==> src/fcc_pkg.sv <==
// ----------------------------------------------------------------------------
// Frame CRC checker package
// Item types, status codes and the CRC-8 / CRC-16 byte update functions.
// ----------------------------------------------------------------------------
package fcc_pkg;

  localparam logic [7:0]  CRC8_INIT     = 8'hFF;
  localparam logic [7:0]  CRC8_POLY     = 8'h8C;
  localparam logic [15:0] CRC16_INIT    = 16'hFFFF;
  localparam logic [15:0] CRC16_POLY    = 16'h8408;
  localparam logic [7:0]  MAX_LEN_RESET = 8'd45;
  localparam logic [7:0]  MIN_LEN       = 8'd5;
  localparam logic [7:0]  HDR_CRC_POS   = 8'd4;
  localparam logic [7:0]  BODY_START    = 8'd2;
  localparam logic [7:0]  COUNT_MAX     = 8'd255;

  typedef enum logic [1:0] {
    ST_OK       = 2'd0,
    ST_LEN_ERR  = 2'd1,
    ST_HDR_ERR  = 2'd2,
    ST_BODY_ERR = 2'd3
  } check_status_t;

  typedef struct packed {
    logic [7:0] data_byte;
    logic       last_byte;
  } in_item_t;

  typedef struct packed {
    check_status_t check_status;
    logic [7:0]    frame_length;
    logic [15:0]   computed_crc16;
  } out_item_t;

  typedef struct packed {
    logic [7:0] max_frame_length;
  } cfg_item_t;

  typedef struct packed {
    logic     step;
    in_item_t item;
  } frame_ctl_t;

  function automatic logic [7:0] crc8_update(input logic [7:0] crc, input logic [7:0] b);
    logic [7:0] v;
    v = crc ^ b;
    for (int i = 0; i < 8; i++) begin
      v = v[0] ? ((v >> 1) ^ CRC8_POLY) : (v >> 1);
    end
    return v;
  endfunction

  function automatic logic [15:0] crc16_update(input logic [15:0] crc, input logic [7:0] b);
    logic [15:0] low;
    low = {8'h00, crc[7:0] ^ b};
    for (int i = 0; i < 8; i++) begin
      low = low[0] ? ((low >> 1) ^ CRC16_POLY) : (low >> 1);
    end
    return (crc >> 8) ^ low;
  endfunction

endpackage

==> src/fcc_chan_if.sv <==
// ----------------------------------------------------------------------------
// Frame CRC checker channel
// Valid/ready channel carrying one payload item per transfer.
// ----------------------------------------------------------------------------
interface fcc_chan_if #(
  parameter type payload_t = logic
);
  logic     valid;
  logic     ready;
  payload_t payload;

  modport source (output valid, output payload, input ready);
  modport sink   (input valid, input payload, output ready);
endinterface

==> src/fcc_frame_eval.sv <==
// ----------------------------------------------------------------------------
// Frame CRC checker frame state
// Running CRC-8 header check, delayed CRC-16 body check, byte counter and
// the end-of-frame verdict for the byte being stepped in.
// ----------------------------------------------------------------------------
module fcc_frame_eval (
  input  logic               clk,
  input  logic               rst_n,
  input  fcc_pkg::frame_ctl_t ctl,
  input  logic [7:0]         max_len,
  output fcc_pkg::out_item_t result
);
  import fcc_pkg::*;

  logic [7:0]  count_r, count_nxt;
  logic [7:0]  hdr_crc_r, hdr_crc_nxt;
  logic        hdr_good_r, hdr_good_nxt;
  logic [15:0] body_crc_r, body_crc_nxt;
  logic [7:0]  dly0_r, dly1_r;
  logic [7:0]  b;
  logic [15:0] received;

  assign b = ctl.item.data_byte;

  always_comb begin
    hdr_crc_nxt  = hdr_crc_r;
    hdr_good_nxt = hdr_good_r;
    body_crc_nxt = body_crc_r;
    if (count_r < HDR_CRC_POS) begin
      hdr_crc_nxt = crc8_update(hdr_crc_r, b);
    end else if (count_r == HDR_CRC_POS) begin
      hdr_good_nxt = (b == hdr_crc_r);
    end
    if (count_r >= BODY_START) begin
      body_crc_nxt = crc16_update(body_crc_r, dly0_r);
    end
    count_nxt = (count_r == COUNT_MAX) ? COUNT_MAX : count_r + 8'd1;
    received  = {b, dly1_r};

    result.frame_length   = count_nxt;
    result.computed_crc16 = body_crc_nxt;
    priority if (count_nxt < MIN_LEN || count_nxt > max_len) begin
      result.check_status = ST_LEN_ERR;
    end else if (!hdr_good_nxt) begin
      result.check_status = ST_HDR_ERR;
    end else if (received != body_crc_nxt) begin
      result.check_status = ST_BODY_ERR;
    end else begin
      result.check_status = ST_OK;
    end
  end

  always_ff @(posedge clk) begin
    if (!rst_n) begin
      count_r    <= '0;
      hdr_crc_r  <= CRC8_INIT;
      hdr_good_r <= 1'b0;
      body_crc_r <= CRC16_INIT;
      dly0_r     <= '0;
      dly1_r     <= '0;
    end else if (ctl.step) begin
      if (ctl.item.last_byte) begin
        count_r    <= '0;
        hdr_crc_r  <= CRC8_INIT;
        hdr_good_r <= 1'b0;
        body_crc_r <= CRC16_INIT;
        dly0_r     <= '0;
        dly1_r     <= '0;
      end else begin
        count_r    <= count_nxt;
        hdr_crc_r  <= hdr_crc_nxt;
        hdr_good_r <= hdr_good_nxt;
        body_crc_r <= body_crc_nxt;
        dly0_r     <= dly1_r;
        dly1_r     <= b;
      end
    end
  end

endmodule

==> src/frame_crc8_crc16_checker_core.sv <==
// ----------------------------------------------------------------------------
// Frame CRC checker core
// Checks a byte stream frame: CRC-8 over the header, CRC-16 over the body,
// length against a minimum and a configured maximum; one status per frame.
//
//   channel  dir  payload                                         transfer
//   in_chan  in   data_byte, last_byte                            one byte
//   out_chan out  check_status, frame_length, computed_crc16      one frame
//   cfg_chan in   max_frame_length                                reg write
//
// One byte per cycle sustained, except when a last byte waits on a full result
// register; a status is computed from the input register and held in the result register.
// Only a last byte waits on a full result register; other bytes pass freely.
// Synchronous active-low reset clears frame state, max length returns to 45.
// ----------------------------------------------------------------------------
module frame_crc8_crc16_checker_core (
  input  logic clk,
  input  logic rst_n,
  fcc_chan_if.sink   in_chan,
  fcc_chan_if.source out_chan,
  fcc_chan_if.sink   cfg_chan
);
  import fcc_pkg::*;

  logic       in_v_r;
  in_item_t   in_item_r;
  logic       step;
  logic       out_v_r;
  out_item_t  out_item_r;
  out_item_t  result;
  logic [7:0] max_len_r;
  frame_ctl_t ctl;
  in_item_t   in_item;
  cfg_item_t  cfg_item;

  assign in_item  = in_chan.payload;
  assign cfg_item = cfg_chan.payload;

  assign step           = in_v_r && (!in_item_r.last_byte || !out_v_r || out_chan.ready);
  assign in_chan.ready  = !in_v_r || step;
  assign cfg_chan.ready = 1'b1;

  assign ctl.step = step;
  assign ctl.item = in_item_r;

  fcc_frame_eval u_eval (
    .clk     (clk),
    .rst_n   (rst_n),
    .ctl     (ctl),
    .max_len (max_len_r),
    .result  (result)
  );

  always_ff @(posedge clk) begin
    if (!rst_n) begin
      in_v_r    <= 1'b0;
      out_v_r   <= 1'b0;
      max_len_r <= MAX_LEN_RESET;
    end else begin
      if (in_chan.ready) begin
        in_v_r <= in_chan.valid;
      end
      if (step && in_item_r.last_byte) begin
        out_v_r <= 1'b1;
      end else if (out_chan.ready) begin
        out_v_r <= 1'b0;
      end
      if (cfg_chan.valid) begin
        max_len_r <= cfg_item.max_frame_length;
      end
    end
  end

  always_ff @(posedge clk) begin
    if (in_chan.ready && in_chan.valid) begin
      in_item_r <= in_item;
    end
    if (step && in_item_r.last_byte) begin
      out_item_r <= result;
    end
  end

  assign out_chan.valid   = out_v_r;
  assign out_chan.payload = out_item_r;

endmodule

==> src/flat_wrapper.sv <==
// flat-port wrapper written by rule: the top's interface ports become plain ports
module frame_crc8_crc16_checker_core_flat import fcc_pkg::*;
  (clk, rst_n, in_chan_valid, in_chan_payload, in_chan_ready, out_chan_valid, out_chan_payload, out_chan_ready, cfg_chan_valid, cfg_chan_payload, cfg_chan_ready);
  fcc_chan_if in_chan_i ();
  fcc_chan_if out_chan_i ();
  fcc_chan_if cfg_chan_i ();
  input  logic clk;
  input  logic rst_n;
  input wire logic [$bits(in_chan_i.valid)-1:0] in_chan_valid;
  input wire logic [$bits(in_chan_i.payload)-1:0] in_chan_payload;
  output wire logic [$bits(in_chan_i.ready)-1:0] in_chan_ready;
  output wire logic [$bits(out_chan_i.valid)-1:0] out_chan_valid;
  output wire logic [$bits(out_chan_i.payload)-1:0] out_chan_payload;
  input wire logic [$bits(out_chan_i.ready)-1:0] out_chan_ready;
  input wire logic [$bits(cfg_chan_i.valid)-1:0] cfg_chan_valid;
  input wire logic [$bits(cfg_chan_i.payload)-1:0] cfg_chan_payload;
  output wire logic [$bits(cfg_chan_i.ready)-1:0] cfg_chan_ready;
  assign in_chan_i.valid = in_chan_valid;
  assign in_chan_i.payload = in_chan_payload;
  assign in_chan_ready = in_chan_i.ready;
  assign out_chan_valid = out_chan_i.valid;
  assign out_chan_payload = out_chan_i.payload;
  assign out_chan_i.ready = out_chan_ready;
  assign cfg_chan_i.valid = cfg_chan_valid;
  assign cfg_chan_i.payload = cfg_chan_payload;
  assign cfg_chan_ready = cfg_chan_i.ready;
  frame_crc8_crc16_checker_core u_core (.clk(clk), .rst_n(rst_n), .in_chan(in_chan_i), .out_chan(out_chan_i), .cfg_chan(cfg_chan_i));
endmodule
==> config.mk <==
export PLATFORM = sky130hd
export DESIGN_NAME = frame_crc8_crc16_checker_core_flat
export DESIGN_NICKNAME = d
export VERILOG_FILES = /design/src/fcc_pkg.sv /design/src/fcc_chan_if.sv /design/src/fcc_frame_eval.sv /design/src/frame_crc8_crc16_checker_core.sv /design/src/flat_wrapper.sv
export SDC_FILE = /design/constraint.sdc
export NUM_CORES = 1
export LEC_CHECK = 0
export BUFFER_PORTS_ARGS = -buffer_cell sky130_fd_sc_hd__buf_2
export CORE_MARGIN = 3
export CORE_UTILIZATION = 58
export DETAILED_ROUTE_END_ITERATION = 7
export PLACE_DENSITY_LB_ADDON = 0.05
export SLEW_MARGIN = 20
export SYNTH_ARGS = -nofsm -noshare
export SYNTH_HDL_FRONTEND = slang
export SYNTH_SLANG_ARGS = --single-unit
==> constraint.sdc <==
create_clock -name clk -period 2.25 [get_ports clk]
set_input_delay 0.45 -clock clk [delete_from_list [all_inputs] [get_ports clk]]
set_output_delay 0.45 -clock clk [all_outputs]
set_load 0.01 [all_outputs]
# == Yosys cells after proc, flatten, opt, wreduce, memory -nomap -nowiden ==
# Cells that the tools add are included.
# totals
reg_bits,28
latch_bits,0
ram_bits,0
mem_bits_ro,0
inputBits,7
output_inout_bits,4
mem_count,0
# classes
addsub,1
n_mul,0
n_div,0
magnitude_cmp,1
n_eq_ne,1
n_shift,0
mux,14
bitwise,9
n_reduce_logical,10
# op_table
cell,count
16-bit two-way mux,10
2-bit inverter with 3-bit output,7
8-bit two-way mux,2
8-bit by 16-bit bitwise XOR with 16-bit output,1
8-bit by 1-bit adder with 8-bit output (second input constant),1
8-bit equality test (second input constant),1
8-bit by 2-bit greater-or-equal comparator with 1-bit output (second input constant),1
1-bit logical AND,3
1-bit logical NOT,3
1-bit logical OR,3
1-bit inverter with 3-bit output,1
1-bit two-way mux,2
2-bit nonzero test,1

# == Depth between registers and ports, before layout ==
# Gate-level depths: netlist of run 1.
# depth
ltp_word,19
ltp_mapped,8
mapped_depth_nobuf,6

# == By module ==
# From an unflattened synthesis of run 1, not the netlist that was laid out.
# unflattened
hier_cells,445
hier_area_um2,3537.1
# by_module_without_submodules
module,n_inst,cells_each,area_each_um2,seq_area_each_um2
fcc_frame_eval,1,422,3281.9,980.9
frame_crc8_crc16_checker_core,1,23,255.2,140.1

# == Worst setup path after synthesis of run 1 ==
# OpenSTA, ideal clock, no wires.
# synth_timing
path_kind,register to register
from,reg u_core.u_eval.count_r[0]
to,reg u_core.u_eval.body_crc_r[7]
t_arrival_ns,1.579
required_ns,2.104
path_slack_ns,0.526
path_stages_with_launch,8
synth_period_minus_slack_ns,1.724
cell_sequence,dfxtp_1 -> inv_1 -> ha_1 -> or4_4 -> o211ai_2 -> buf_6 -> buf_12 -> o211ai_1
# synth_between
elab_chain_len,3
# synth_rtl
element,line,source
from (decl),fcc_frame_eval.sv:15,"logic [7:0] count_r, count_nxt;"
from (signal assigned),fcc_frame_eval.sv:70,count_r <= count_nxt;
8-bit by 2-bit greater-or-equal comparator with 1-bit output,fcc_frame_eval.sv:34,if (count_r >= BODY_START) begin
16-bit two-way mux,fcc_frame_eval.sv:34,
16-bit two-way mux,fcc_frame_eval.sv:62,if (ctl.item.last_byte) begin
to (signal assigned),fcc_frame_eval.sv:73,body_crc_r <= body_crc_nxt;
to (decl),fcc_frame_eval.sv:18,"logic [15:0] body_crc_r, body_crc_nxt;"
# No other way between the ends.
# A chain may end at the register's enable or synchronous reset.

# == Worst setup path after layout of run 1 ==
# layout_timing
from,reg u_core.u_eval.count_r[0]
to,reg u_core.u_eval.body_crc_r[2]
# The elaborated chain is that of the path after synthesis.

==> flow_metrics.tcl, run 1 <==
set metrics [dict create \
    cp_top_delay_family "simple AND/OR/NAND/NOR gates" \
    postCtsSetupRepairBufs 0 \
    critical_path_class "reg -> reg" \
    drt_iter0_drc 26 \
    grtUsageMet1_pct 22.5 \
    routabilityCongestion 0.853 \
    skew_ns 0.00553 \
    route.detailed.vias_per_inst 5.98 \
    worst_path_max_delay_cell "sky130_fd_sc_hd__or4_4" \
    totalPowerFinal_mw 0.798 \
    cts.path.max_buffers 2 \
    dominantRegCellSynth "sky130_fd_sc_hd__dfxtp_1" \
    slew_violations 0 \
    hp-class "in -> reg" \
    stdcell_area_sq_mm 0.00148 \
    fmaxAchievable_mhz 542 \
    grt_util_all_layers_pct 16.3 \
    insertion_delay_ns 0.33 \
    n_antenna_cell 0 \
    cts_bufs_inserted 3 \
    die_width_microns 55.7 \
    netlist_instances 146 \
    wl_per_cell_microns 13.3 \
    synth.distinct_cells 39 \
    fin_tns_setup_ns 0 \
    synthTopCellsByArea "sky130_fd_sc_hd__dfxtp_1, sky130_fd_sc_hd__o211ai_2, sky130_fd_sc_hd__xnor2_1" \
    worstPathCellList "inv_1 -> ha_1 -> or4_4 -> o211ai_2 -> buf_12 -> or3_2 -> nand3_1" \
    report.final.setup_viol 0 \
    p_sw_mw 0.174 \
    clock_tree_root_buffer_cell "sky130_fd_sc_hd__clkbuf_4" \
    gr-total-overflow 0 \
    power_report.internal_total_mw 0.624 \
    drt_first_pass_iters 4 \
    globalRouteMet2Util_pct 26.5 \
    synthMostInstantiatedCell "sky130_fd_sc_hd__dfxtp_1" \
    power_leakage_nw 0.598 \
    design.final.nets 161 \
    run_status "finished clean" \
    synth_nets 155 \
    cts.repair.resized 0 \
    post_synth_instance_area_sq_mm 0.00143 \
    powerDensity_mw_per_mm2 541 \
    share_seq_of_total_power_pct 64.3 \
    avgSynthCellArea_sq_um 9.82 \
    die-height_microns 55.7 \
    switching_part_of_the_total_power_pct 21.8 \
    timing.critical_path.from_type "flip-flop" \
    dr_total_vias 1071 \
    full_die_area_sq_mm 0.00310 \
    worst_ir_drop_on_vdd_mv 0.533 \
    core_region_area_sq_mm 0.00228 \
    yosys_warnings 0 \
    finalHoldViolations 0 \
    initial_utilization_pct 63.0 \
    placement.io_buffers 7 \
    grt_max_degree 31 \
    synth_edf_count 2 \
    timing.max_cap.violations 0 \
    drive_gt1_share_pct 19.2 \
    routed_wl_microns 2370 \
    rsz0062_at_grt "false" \
    tritoncts "yes" \
    path_clk_slew_ns 0.14 \
    min_period_ns 1.85 \
    cts_num_sinks 28 \
    clockPowerShare_pct 30.0 \
    worst-path-max-fanout 30 \
    highest_utilization_routing_layer_at_the_global_route_stage "met2" \
    post-route-period-util_pct 82.0 \
    ys_seq_elements 28 \
    critPathRequiredTime_ns 2.47 \
    postCtsHoldBufs 0 \
    drt.antenna.violating_nets 0 \
    power_frac_comb_pct 5.7 \
    worstPathBufferInverterCount 2 \
    synth-async-reset-ratio_pct 0 \
    worst_case_setup_slack_after_placement_ns 0.416 \
    grtUsageMet3_pct 4.18 \
    placement.cell_area_sq_mm 0.00144 \
    synth_top_area_cell "sky130_fd_sc_hd__dfxtp_1" \
    dp.final_hpwl_microns 1710 \
    number_of_global_route_vias_before_repair 998 \
    remaining_drc_errors 0 \
    setup_ws_ns 0.405 \
    antenna_found_initial 0 \
    final_core_utilization_pct 64.8 \
    critical_path.max_stage_delay_ns 0.43 \
    synth_commonest_cells "sky130_fd_sc_hd__dfxtp_1, sky130_fd_sc_hd__nand2_1, sky130_fd_sc_hd__xnor2_1" \
    critPathArrivalTime_ns 2.06 \
    area_growth_pct 2.88 \
    synthDominantCellAreaShare_pct 36.3 \
    sequential_to_total_area_share_from_yosys_stat_pct 40.5 \
    wire_length_of_the_first_global_routing_pass_microns 4200 \
    io_pins 11 \
    end_kind "flip-flop" \
    depth_of_the_cts_h_tree 1 \
    fp-row-count 17 \
]
## final timing paths
check,from,end,slack [ns],depth (start not counted)
max,u_core.u_eval.count_r[0],u_core.u_eval.body_crc_r[2],0.40,7
min,in_chan_payload,u_core.ctl[0],0.29,1
min reg2reg,u_core.u_eval.body_crc_r[8],u_core.u_eval.body_crc_r[8],0.51,2
max reg2reg,u_core.u_eval.count_r[0],u_core.u_eval.body_crc_r[2],0.40,7
## metrics by stage
step           cells  hold WS, ns
2_1_floorplan    146        0.464
3_3_place_gp     175        0.477
3_5_place_dp     175        0.489
4_1_cts          179        0.274
5_1_grt          179        0.271
6_report         179        0.288
## layer usage
layer	part of all wire (%)	routed length, microns	up-vias
met2	44	1040	29
met3	5.6	132	2
li1	-	-	536
met4	0.38	9	0
met5	0	0	-
met1	50	1190	504
## cells in the final DEF, fill, tap and decap left out, types with 2 or more instances in the layout
| cell type | count |
|---|---|
| sky130_fd_sc_hd__a211oi_1 | 3 |
| sky130_fd_sc_hd__a21oi_1 | 4 |
| sky130_fd_sc_hd__a22oi_1 | 2 |
| sky130_fd_sc_hd__a31o_2 | 2 |
| sky130_fd_sc_hd__a31oi_1 | 4 |
| sky130_fd_sc_hd__a41oi_1 | 2 |
| sky130_fd_sc_hd__and2_1 | 2 |
| sky130_fd_sc_hd__and3_1 | 2 |
| sky130_fd_sc_hd__buf_2 | 7 |
| sky130_fd_sc_hd__clkbuf_4 | 3 |
| sky130_fd_sc_hd__dfxtp_1 | 26 |
| sky130_fd_sc_hd__edfxtp_1 | 2 |
| sky130_fd_sc_hd__ha_1 | 2 |
| sky130_fd_sc_hd__inv_1 | 5 |
| sky130_fd_sc_hd__nand2_1 | 15 |
| sky130_fd_sc_hd__nand3_1 | 4 |
| sky130_fd_sc_hd__nor2_1 | 7 |
| sky130_fd_sc_hd__nor2b_1 | 3 |
| sky130_fd_sc_hd__o211ai_1 | 5 |
| sky130_fd_sc_hd__o211ai_2 | 8 |
| sky130_fd_sc_hd__o21ai_0 | 6 |
| sky130_fd_sc_hd__or3_2 | 2 |
| sky130_fd_sc_hd__or4_4 | 2 |
| sky130_fd_sc_hd__xnor2_1 | 11 |
| sky130_fd_sc_hd__xor2_1 | 7 |
## state kept, by name (all words and copies together), names as in the netlist
signal,flops
u_core.out_chan.valid,1
u_core.u_eval.count_r,8
u_core.ctl,1
u_core.in_v_r,1
u_core.u_eval.body_crc_r,16
u_core.out_chan.payload,1
## cell families (layout without fill, tap and decap cells)
kind of cell             after synthesis  after routing  synth area share [%]
other                                  1              1                 0.262
buffers and inverters                 13             18                  7.77
AO/OA/AOI/OAI                         41             41                  22.9
XOR/XNOR                              18             18                  11.0
flip-flops                            28             28                  40.5
AND/OR/NAND/NOR                       43             43                  15.9
adder cells (fa/ha/maj)                2              2                  1.74
## power groups by stage
| stage | Sequential [mW] | Combinational [mW] | Clock, mW |
|---|---|---|---|
| after CTS | 0.513 | 0.0452 | 0.254 |
| after global routing | 0.514 | 0.0512 | 0.266 |
| final | 0.513 | 0.0453 | 0.239 |
| after floorplan | 0.521 | 0.0389 | 0 |
| after detailed placement | 0.524 | 0.0450 | 0 |
| after global placement | 0.524 | 0.0440 | 0 |
## layout make-up
type	count	area, sq um
clock buffer	4	36.3
fill	176	801
inverter	5	18.8
multi-input combinational	105	742
sequential	28	581
tap	28	35.0
timing repair buffer	9	62.6
## worst register-to-register path: stages, from the launching register on
cell	delay (ns)
sky130_fd_sc_hd__dfxtp_1	0.41
sky130_fd_sc_hd__inv_1	0.06
sky130_fd_sc_hd__ha_1	0.20
sky130_fd_sc_hd__or4_4	0.43
sky130_fd_sc_hd__o211ai_2	0.23
sky130_fd_sc_hd__buf_12	0.21
sky130_fd_sc_hd__or3_2	0.14
sky130_fd_sc_hd__nand3_1	0.06
Power figures use the tool's default switching activity.
==> run 2: changes to the inputs <==
Clock period 2.25 ns to 1.7 ns, I/O delays scaled along.
==> flow_metrics.tcl, run 2 (synthesis gave the netlist of run 1 again) <==
set metrics [dict create \
    drt_iter0_drc 43 \
    end_kind "flip-flop" \
    cts_bufs_inserted 3 \
    timing.critical_path.from_type "flip-flop" \
    report.final.setup_viol 7 \
    layout_common_cells "sky130_fd_sc_hd__dfxtp_1, sky130_fd_sc_hd__nand2_1, sky130_fd_sc_hd__xnor2_1, sky130_fd_sc_hd__buf_4" \
    cts_num_sinks 28 \
    hold-path-cell-count 1 \
    timing.max_cap.violations 0 \
    layout_commonest_cell "sky130_fd_sc_hd__dfxtp_1" \
    critPathRequiredTime_ns 1.98 \
    fin_tns_setup_ns -0.0782 \
    drt_first_pass_iters 4 \
    wl_per_cell_microns 14.7 \
    finalHoldViolations 0 \
    postCtsHoldBufs 0 \
    initial_utilization_pct 63.0 \
    worstRegToRegCells 7 \
    cts.repair.resized 0 \
    dr_total_vias 1148 \
    tritoncts "yes" \
    reg_top3 "u_core.u_eval.body_crc_r: 16 flops, u_core.u_eval.count_r: 8 flops" \
    max_ffs_per_register 16 \
    full_die_area_sq_mm 0.00310 \
    worst_ir_drop_on_vdd_mv 0.425 \
    rsz0062_at_grt "true" \
    post-route-period-util_pct 102 \
    clock_tree_root_buffer_cell "sky130_fd_sc_hd__clkbuf_4" \
    timing.hold.ws_ns 0.172 \
    skew_ns 0.00549 \
    grt_max_degree 31 \
    die-height_microns 55.7 \
    slew_violations 0 \
    cts.path.max_buffers 2 \
    powerDensity_mw_per_mm2 684 \
    grt_util_all_layers_pct 17.8 \
    fillerInstances 171 \
    fp-row-count 17 \
    number_of_global_route_vias_before_repair 1017 \
    hp-class "in -> reg" \
    io_pins 11 \
    run_status "finished, violations left" \
    routed_wl_microns 2830 \
    r2r_slack_ns -0.03 \
    die_width_microns 55.7 \
    fmaxAchievable_mhz 578 \
    remaining_drc_errors 0 \
    core_region_area_sq_mm 0.00228 \
    route.detailed.vias_per_inst 5.98 \
    most_flops_register "u_core.u_eval.body_crc_r" \
    wire_length_of_the_first_global_routing_pass_microns 4540 \
    design.final.nets 174 \
    critical_path_class "reg -> reg" \
    placement.io_buffers 7 \
    setup_ws_ns -0.0288 \
    antenna_found_initial 0 \
    insertion_delay_ns 0.33 \
    postCtsSetupRepairBufs 0 \
    critPathArrivalTime_ns 2.00 \
    path_clk_slew_ns 0.16 \
    min_period_ns 1.73 \
    area_growth_pct 16.9 \
    power_leakage_nw 0.699 \
    drt.antenna.violating_nets 0 \
    n_antenna_cell 0 \
    dp.final_hpwl_microns 1870 \
    gr-total-overflow 0 \
    worst-path-max-fanout 15 \
    drive_gt1_share_pct 29.9 \
    depth_of_the_cts_h_tree 1 \
    violations "setup timing" \
    routabilityCongestion 0.861 \
]
[run 2: routing by layer]
layer  track usage (%)  part of all wire, %  up-vias
met5                 0                    0        -
li1                  -                    -      568
met1              26.0                   49      546
met3              3.02                  5.6        2
met2              27.4                   45       32
met4              4.17                 0.53        0
[run 2: layout make-up]
class | count | area [sq um] | share of cell area, %
multi-input cells | 105 | 785 | 46.8
flip-flops and latches | 28 | 583 | 34.8
repair buffers | 22 | 208 | 12.4
clock buffers | 4 | 47.5 | 2.84
well taps | 28 | 35.0 | 2.09
inverters | 5 | 18.8 | 1.12
[run 2: worst paths after layout]
check | from | end
setup / recovery | u_core.u_eval.count_r[0] | u_core.u_eval.body_crc_r[13]
hold / removal | in_chan_payload | u_core.ctl[0]
hold reg to reg | u_core.u_eval.body_crc_r[11] | u_core.u_eval.body_crc_r[11]
setup reg to reg | u_core.u_eval.count_r[0] | u_core.u_eval.body_crc_r[13]
[run 2: where the power goes]
group          internal (mW)  switching [mW]  leakage, nW
registers              0.671         0.00742        0.228
clock network          0.180           0.211       0.0261
logic                 0.0324          0.0440        0.445
total                  0.883           0.263        0.699
[run 2: stage by stage]
stage	total power [mW]	instances	utilization, %	cell area, sq um	setup slack, ns
after floorplan	0.742	146	-	1440	0.0319
after global placement	0.760	186	67.5	1540	0.0391
after detailed placement	0.762	186	67.5	1540	0.0140
after CTS	1.14	190	69.5	1580	0.00342
after global routing	1.19	192	73.7	1680	-0.0785
final	1.15	192	73.7	1680	-0.0288
[run 2: critical path: stages (launching register included)]
cell and delay [ns]:
sky130_fd_sc_hd__dfxtp_2 0.37, sky130_fd_sc_hd__inv_2 0.04, sky130_fd_sc_hd__ha_4 0.14, sky130_fd_sc_hd__or4_4 0.44
sky130_fd_sc_hd__o211ai_4 0.28, sky130_fd_sc_hd__clkbuf_16 0.24, sky130_fd_sc_hd__nand2_1 0.08, sky130_fd_sc_hd__o211ai_2 0.08
==> run 3: changes to the inputs <==
Settings changed: GPL_TIMING_DRIVEN set to 0.
==> flow_metrics.tcl, run 3 (synthesis gave the netlist of run 1 again) <==
set metrics [dict create \
    layout_common_cells "sky130_fd_sc_hd__dfxtp_1, sky130_fd_sc_hd__nand2_1, sky130_fd_sc_hd__xnor2_1" \
    max_ffs_per_register 16 \
    n_antenna_cell 0 \
    timing.critical_path.from_type "flip-flop" \
    hp-class "in -> reg" \
    instances_no_fill 190 \
    dp.final_hpwl_microns 2020 \
    drive_gt1_share_pct 30.9 \
    placement.io_buffers 7 \
    setup_ws_ns 0.00333 \
    power_leakage_nw 0.663 \
    placement.cell_area_sq_mm 0.00151 \
    route.detailed.vias_per_inst 5.96 \
    reg_top3 "u_core.u_eval.body_crc_r: 16 flops, u_core.u_eval.count_r: 8 flops" \
    depth_of_the_cts_h_tree 1 \
    antenna_found_initial 0 \
    skew_ns 0.0150 \
    tritoncts "yes" \
    initial_utilization_pct 63.0 \
    critical_path_class "reg -> reg" \
    worst-path-max-fanout 10 \
    routabilityCongestion 0.868 \
    timing.max_cap.violations 0 \
    run_status "finished clean" \
    core_region_area_sq_mm 0.00228 \
    clock_tree_root_buffer_cell "sky130_fd_sc_hd__clkbuf_4" \
    die-height_microns 55.7 \
    die_width_microns 55.7 \
    wl_per_cell_microns 14.9 \
    number_of_global_route_vias_before_repair 1013 \
    drt_first_pass_iters 4 \
    place.detailed.instances 181 \
    path_clk_slew_ns 0.16 \
    full_die_area_sq_mm 0.00310 \
    wire_length_of_the_first_global_routing_pass_microns 4710 \
    cts_num_sinks 28 \
    insertion_delay_ns 0.33 \
    finalHoldViolations 0 \
    min_period_ns 1.70 \
    layout_commonest_cell "sky130_fd_sc_hd__dfxtp_1" \
    drt_iter0_drc 46 \
    gr-total-overflow 0 \
    drt.antenna.violating_nets 0 \
    powerDensity_mw_per_mm2 635 \
    report.final.setup_viol 0 \
    fin_tns_setup_ns 0 \
    critPathRequiredTime_ns 1.96 \
    cts.path.max_buffers 2 \
    grt_max_degree 15 \
    grt_util_all_layers_pct 18.7 \
    totalPowerFinal_mw 1.03 \
    end_kind "flip-flop" \
    post-route-period-util_pct 99.8 \
    worst_ir_drop_on_vdd_mv 0.438 \
    area_growth_pct 13.4 \
    fmaxAchievable_mhz 589 \
    cts_bufs_inserted 3 \
    critPathArrivalTime_ns 1.96 \
    postCtsHoldBufs 0 \
    design.final.nets 173 \
    final_core_utilization_pct 71.4 \
    rsz0062_at_grt "true" \
    routed_wl_microns 2830 \
    dr_total_vias 1133 \
    fp-row-count 17 \
    io_pins 11 \
    timing.hold.ws_ns 0.170 \
    stdcell_area_sq_mm 0.00163 \
    most_flops_register "u_core.u_eval.body_crc_r" \
    worst_case_setup_slack_after_placement_ns -0.122 \
    remaining_drc_errors 0 \
    slew_violations 0 \
]
==> run 3: path summary, 6_finish.rpt <==
kind	startpoint	endpoint	slack, ns	cells after the start
max	u_core.u_eval.count_r[0]	u_core.u_eval.body_crc_r[13]	0.003	8
min	in_chan_payload	u_core.ctl[0]	0.17	1
max reg2reg	u_core.u_eval.count_r[0]	u_core.u_eval.body_crc_r[13]	0.003	8
min reg2reg	u_core.u_eval.body_crc_r[11]	u_core.u_eval.body_crc_r[11]	0.51	2
==> run 3: where the power goes <==
part / switching (mW) / total (mW) / leakage, nW / internal, mW
sequential: 0.00593 / 0.677 / 0.228 / 0.671
combinational: 0.0454 / 0.0798 / 0.421 / 0.0344
clock: 0.193 / 0.276 / 0.0138 / 0.0831
==> run 3: layout make-up <==
cell class | count | area [sq um]
Inverter | 5 | 18.8
Sequential cell | 28 | 584
Clock buffer | 3 | 22.5
Tap cell | 28 | 35.0
Multi-Input combinational cell | 105 | 785
Fill cell | 176 | 651
Timing Repair Buffer | 14 | 91.3
Buffer | 7 | 88.8
==> run 3: per-layer routing <==
metal / share of wire [%] / GRT usage (%)
met3: 5.4 / 2.09
met1: 51 / 28.1
met5: 0 / 0
met4: 0.67 / 7.29
met2: 43 / 27.2
==> run 3: repair_timing <==
item | CTS | global route
gates resized for setup | 10 | 6
buffers inserted | 6 | 1
pin swaps | 3 | 4
setup endpoints to repair | 18 | 20
==> run 3: worst max-delay path, stage by stage (launching register included) <==
cell	delay, ns
sky130_fd_sc_hd__dfxtp_2	0.36
sky130_fd_sc_hd__inv_2	0.04
sky130_fd_sc_hd__ha_4	0.14
sky130_fd_sc_hd__or4_4	0.44
sky130_fd_sc_hd__o211ai_4	0.19
sky130_fd_sc_hd__buf_6	0.17
sky130_fd_sc_hd__buf_12	0.13
sky130_fd_sc_hd__nand2_1	0.08
sky130_fd_sc_hd__o211ai_2	0.07
